--- src/hw/rtl/stack_syntax_tree_builder_macros.svh ---
// Assertion macros for the syntax tree builder.
// Used by the top level; no other dependencies.
`ifndef STACK_SYNTAX_TREE_BUILDER_MACROS_SVH
`define STACK_SYNTAX_TREE_BUILDER_MACROS_SVH
`ifndef NO_ASSERTIONS
`define SSTB_ASSERT_IMPL(label, clk, rst_n, ante, cons) \
	label: assert property (@(posedge clk) disable iff (!rst_n) (ante) |-> (cons)) \
	else $error("assertion failed");
`define SSTB_ASSERT_NEXT(label, clk, rst_n, ante, cons) \
	label: assert property (@(posedge clk) disable iff (!rst_n) (ante) |=> (cons)) \
	else $error("assertion failed");
`else
`define SSTB_ASSERT_IMPL(label, clk, rst_n, ante, cons)
`define SSTB_ASSERT_NEXT(label, clk, rst_n, ante, cons)
`endif
`endif

--- src/hw/rtl/sstb_pkg.sv ---
// Types and codes shared by the syntax tree builder.
// No dependencies.
`default_nettype none
package sstb_pkg;
	localparam int NODE_BITS = 12;
	localparam int KBITS = 8;
	localparam int TBITS = 20;

	typedef enum logic [2:0] {
		EV_BEGIN = 3'd0, EV_ADD = 3'd1, EV_END = 3'd2, EV_READ_NODE = 3'd3,
		EV_READ_ENTRY = 3'd4, EV_BAD5 = 3'd5, EV_BAD6 = 3'd6, EV_BAD7 = 3'd7
	} event_t;

	typedef enum logic [1:0] {
		ST_OK = 2'd0, ST_FULL = 2'd1, ST_NO_OPEN = 2'd2, ST_RANGE = 2'd3
	} status_t;

	typedef struct packed {
		logic [2:0]  kind;
		logic [7:0]  syn_kind;
		logic [19:0] token_index;
		logic [11:0] node_id;
		logic [11:0] list_index;
	} in_item_t;

	typedef struct packed {
		logic [11:0] result_node;
		logic [7:0]  result_kind;
		logic [19:0] first_token;
		logic [19:0] token_count;
		logic [12:0] parent_node;
		logic [12:0] first_child;
		logic [10:0] child_count;
		logic [11:0] child_entry;
		logic [1:0]  status;
	} out_item_t;

	typedef enum logic [3:0] {
		S_IDLE, S_DECIDE, S_RDREC, S_WALK_RD, S_WALK_WR, S_FINISH, S_EMIT, S_OUT
	} state_t;

	typedef enum logic [3:0] {
		OP_NONE, OP_CAPTURE, OP_DECIDE, OP_READ_REC, OP_WALK_RD, OP_WALK_WR,
		OP_FINISH, OP_EMIT
	} op_t;

	typedef struct packed {
		op_t op;
	} cmd_t;

	typedef struct packed {
		logic walk_needed;
		logic walk_last;
	} stat_t;
endpackage
`default_nettype wire

--- src/hw/rtl/sstb_ctrl.sv ---
// Controller state machine for the syntax tree builder.
// Depends on sstb_pkg.
`default_nettype none
module sstb_ctrl (
	input  wire logic          clk,
	input  wire logic          arst_n,
	input  wire logic          in_valid,
	output logic               in_stall,
	output logic               out_valid,
	input  wire logic          out_stall,
	input  wire sstb_pkg::stat_t stat,
	output sstb_pkg::cmd_t     cmd
);
	import sstb_pkg::*;
	state_t state_q, state_d;

	always_ff @(posedge clk or negedge arst_n) begin
		if (!arst_n) state_q <= S_IDLE;
		else state_q <= state_d;
	end

	always_comb begin
		state_d = state_q;
		cmd.op = OP_NONE;
		in_stall = 1'b1;
		out_valid = 1'b0;
		case (state_q)
			S_IDLE: begin
				in_stall = 1'b0;
				if (in_valid) begin
					cmd.op = OP_CAPTURE;
					state_d = S_DECIDE;
				end
			end
			S_DECIDE: begin
				cmd.op = OP_DECIDE;
				state_d = S_RDREC;
			end
			S_RDREC: begin
				cmd.op = OP_READ_REC;
				if (stat.walk_needed) state_d = S_WALK_RD;
				else state_d = S_FINISH;
			end
			S_WALK_RD: begin
				cmd.op = OP_WALK_RD;
				state_d = S_WALK_WR;
			end
			S_WALK_WR: begin
				cmd.op = OP_WALK_WR;
				if (stat.walk_last) state_d = S_FINISH;
				else state_d = S_WALK_RD;
			end
			S_FINISH: begin
				cmd.op = OP_FINISH;
				state_d = S_EMIT;
			end
			S_EMIT: begin
				cmd.op = OP_EMIT;
				state_d = S_OUT;
			end
			S_OUT: begin
				out_valid = 1'b1;
				if (!out_stall) state_d = S_IDLE;
			end
			default: state_d = S_IDLE;
		endcase
	end
endmodule
`default_nettype wire

--- config.mk ---
export PLATFORM = sky130hd
export DESIGN_NAME = sstb_ctrl
export DESIGN_NICKNAME = d
export VERILOG_FILES = /design/src/hw/rtl/stack_syntax_tree_builder_macros.svh /design/src/hw/rtl/sstb_pkg.sv /design/src/hw/rtl/sstb_ctrl.sv
export SDC_FILE = /design/constraint.sdc
export NUM_CORES = 1
export LEC_CHECK = 0
export BUFFER_PORTS_ARGS = -buffer_cell sky130_fd_sc_hd__buf_2
export CORE_AREA = 3 3 40 42
export CTS_CLUSTER_DIAMETER = 80
export DETAILED_ROUTE_END_ITERATION = 7
export DIE_AREA = 0 0 43 45
export PLACE_DENSITY = 0.51
export SYNTH_ARGS = -nofsm -noshare
export SYNTH_HDL_FRONTEND = slang
export SYNTH_SLANG_ARGS = --single-unit
--- constraint.sdc ---
create_clock -name clk -period 2 [get_ports clk]
set_input_delay 0.1 -clock clk [delete_from_list [all_inputs] [get_ports clk]]
set_output_delay 0.1 -clock clk [all_outputs]
set_load 0.03 [all_outputs]
==> impl_metrics.py <==
metrics = {
    "min_path": {
        "min_from": "out_stall",
        "holdPathEnd": "state_q[2]$_DFFE_PN0P_",
        "worstHoldPathType": "in2reg",
        "holdPathStages": 3,
    },
    "timing": {
        "hold_viol": 0,
        "setup_violations": 0,
        "timing.final.ws_setup_ns": 0.412,
        "hold_ws_ns": 0.128,
        "fmax_mhz": 630,
        "finClkSkew_ns": 0.000278,
        "fin_crit_ns": 1.59,
        "setup-tns-final_ns": 0,
        "rsz0062_at_grt": "false",
        "fin_crit_sh": 0.794,
        "final_max_slew_viol_count": 0,
    },
    "critical_path": {
        "worstPathCellList": "inv_1 > ha_1 > o21ai_1 > nand2b_1 > a21o_1 > buf_2",
        "crit_fanout": 6,
        "r2r_start": "state_q[0]$_DFFE_PN0P_",
        "endpoint_kind": "primary output",
        "path_buf_inv": 2,
        "path_class": "reg2out",
        "path_delay_family": "flip-flops",
        "worstPathArrival_ns": 1.49,
        "worstPathRequired_ns": 1.90,
        "crit_slowest_cell": "dfrtp_1",
        "cp_slowest_stage_delay_ns": 0.38,
        "cp-start-kind": "flip-flop",
        "reg2reg_slack_ns": 0.50,
        "rr_worst_depth": 4,
        "r2r-end": "state_q[0]$_DFFE_PN0P_",
    },
    "clocking": {
        "clock-root-buffer": "clkbuf_4",
        "cts.sinks": 3,
        "path_clk_slew_ns": 0.04,
        "cts_buffers": 3,
        "cts_tree": "done",
        "clockBufferDepth": 2,
        "clk_latency_ns": 0.23,
        "htreeDepth": 1,
        "cts-resized-gates": 0,
    },
    "power": {
        "total_power_uw": 711,
        "leakagePower_uw": 0.000206,
        "vdd_ir_drop_max_uv": 549,
        "p_per_area_nw_per_um2": 1790,
    },
    "yosys": {
        "synth_top_flop_cell": "dfrtp_1",
        "ys_types": 23,
        "postSynthCellCount": 33,
        "ys_seq_elements": 3,
        "synthTopCellsByArea": "dfrtp_1, ha_1, mux2_1, nand2b_4, nand2b_1",
        "ys_warn_count": 0,
        "synthArstFlopShare": 1.00,
        "synth_area_sq_um": 299,
        "synth_top_area_cell": "dfrtp_1",
        "yosysSeqAreaShare": 0.251,
        "avgSynthCellArea_sq_um": 9.06,
        "synth_fp_nets": 43,
        "synth_edf_count": 0,
        "synth_top_area_frac": 0.251,
    },
    "final_layout": {
        "nNetsFinal": 58,
        "diodes": 0,
        "final_common_cell": "buf_2",
        "nFillCells": 137,
        "seq_area_sq_um": 75.1,
        "final_cell_mix": "buf_2, ha_1, inv_1, clkbuf_4, dfrtp_1",
        "multiInputGateArea_sq_um": 205,
        "stdcell_count": 62,
        "area_growth_pct": 32.6,
        "reg.largest.list": "state_q (3)",
        "largest-register": "state_q",
        "largest_reg_flops": 3,
        "drive_above_1_share": 0.383,
    },
    "floorplan": {
        "die_area_sq_um": 1940,
        "die_x_microns": 43,
        "io_pins": 12,
        "dieHeight_microns": 45,
        "start_util": 0.233,
        "rows": 13,
        "core_sq_um": 1280,
    },
    "status": {
        "status": "completed",
    },
    "detailed_routing": {
        "first_iter_violations": 3,
        "via_per_inst": 4.23,
        "wire_per_inst_microns": 9.06,
        "routed_wl_microns": 562,
        "ant_nets": 0,
        "vias": 262,
        "drc": 0,
        "first_pass_iters": 4,
    },
    "place": {
        "pre_cts_slack_ns": 0.497,
        "place_inst": 57,
        "io_buffers": 10,
        "gp_congestion": 0.683,
        "dp.final_hpwl_microns": 445,
    },
    "grt": {
        "antenna_found_initial": 0,
        "grtUsageTotal": 0.0601,
        "grt_max_degree": 10,
        "grt_pass1_vias": 238,
        "grt_overflow_total": 0,
        "grt_pass1_wl_microns": 862,
    },
    "job": {
        "maxCapViolCount": 0,
    },
}
[routing by layer]
layer	up-vias	track usage	share of wire
li1	142	-	-
met1	111	0.0680	0.44
met2	9	0.0928	0.48
met3	0	0.0159	0.078
met4	0	0.0542	0
met5	-	0	0
[logic make-up after synthesis]
| logic type | share of synthesized area |
|---|---|
| compound gates | 0.201 |
| flops | 0.251 |
| fa+ha+maj | 0.167 |
| simple gates | 0.230 |
| other cells | 0.0125 |
| mux | 0.0753 |
| buf+inv | 0.0628 |
[synth_stat cells (all sizes together), types with 2 or more instances]
master and n:
a21oi 3, mux2 2, o21ai 2, dfrtp 3, nand2b 3, inv 3
ha 4
[worst max-delay path by stage]
stage                                  end                   start  depth (start not counted)
floorplan           state_q[0]$_DFFE_PN0P_  state_q[0]$_DFFE_PN0P_                          6
global placement    state_q[0]$_DFFE_PN0P_  state_q[0]$_DFFE_PN0P_                          4
detailed placement  state_q[0]$_DFFE_PN0P_  state_q[0]$_DFFE_PN0P_                          4
CTS                                 cmd[2]  state_q[0]$_DFFE_PN0P_                          6
global route                        cmd[2]  state_q[0]$_DFFE_PN0P_                          6
finish                              cmd[2]  state_q[0]$_DFFE_PN0P_                          6
[worst min-delay path: stages]
cell and delay, ns:
buf_2 0.09, nand2_1 0.05, o31ai_1 0.07
[layout make-up]
type                            count  area share
Timing Repair Buffer               11       0.151
Multi-Input combinational cell     26       0.517
Clock buffer                        4      0.0662
Tap cell                           15      0.0473
Inverter                            3      0.0284
Sequential cell                     3       0.189
[where the power goes]
group	total, uW	switching (uW)	internal [uW]	leakage [uW]
clock	104	29.5	74.6	0.0000150
combinational	483	293	190	0.000153
sequential	124	33.8	90.1	0.0000374
total	711	356	355	0.000206
[what timing repair did]
item                                   in CTS  in global routing
endpoints found under the hold margin       3                  0
setup buffers                               0                  0
hold buffers                                1                  0
[stage by stage]
step / instance area, sq um / utilization
2_1_floorplan: 299 / -
3_3_place_gp: 360 / 0.280
3_5_place_dp: 360 / 0.280
4_1_cts: 397 / 0.309
5_1_grt: 397 / 0.309
6_report: 397 / 0.309
Note: power is estimated with default switching activity, not from simulation.
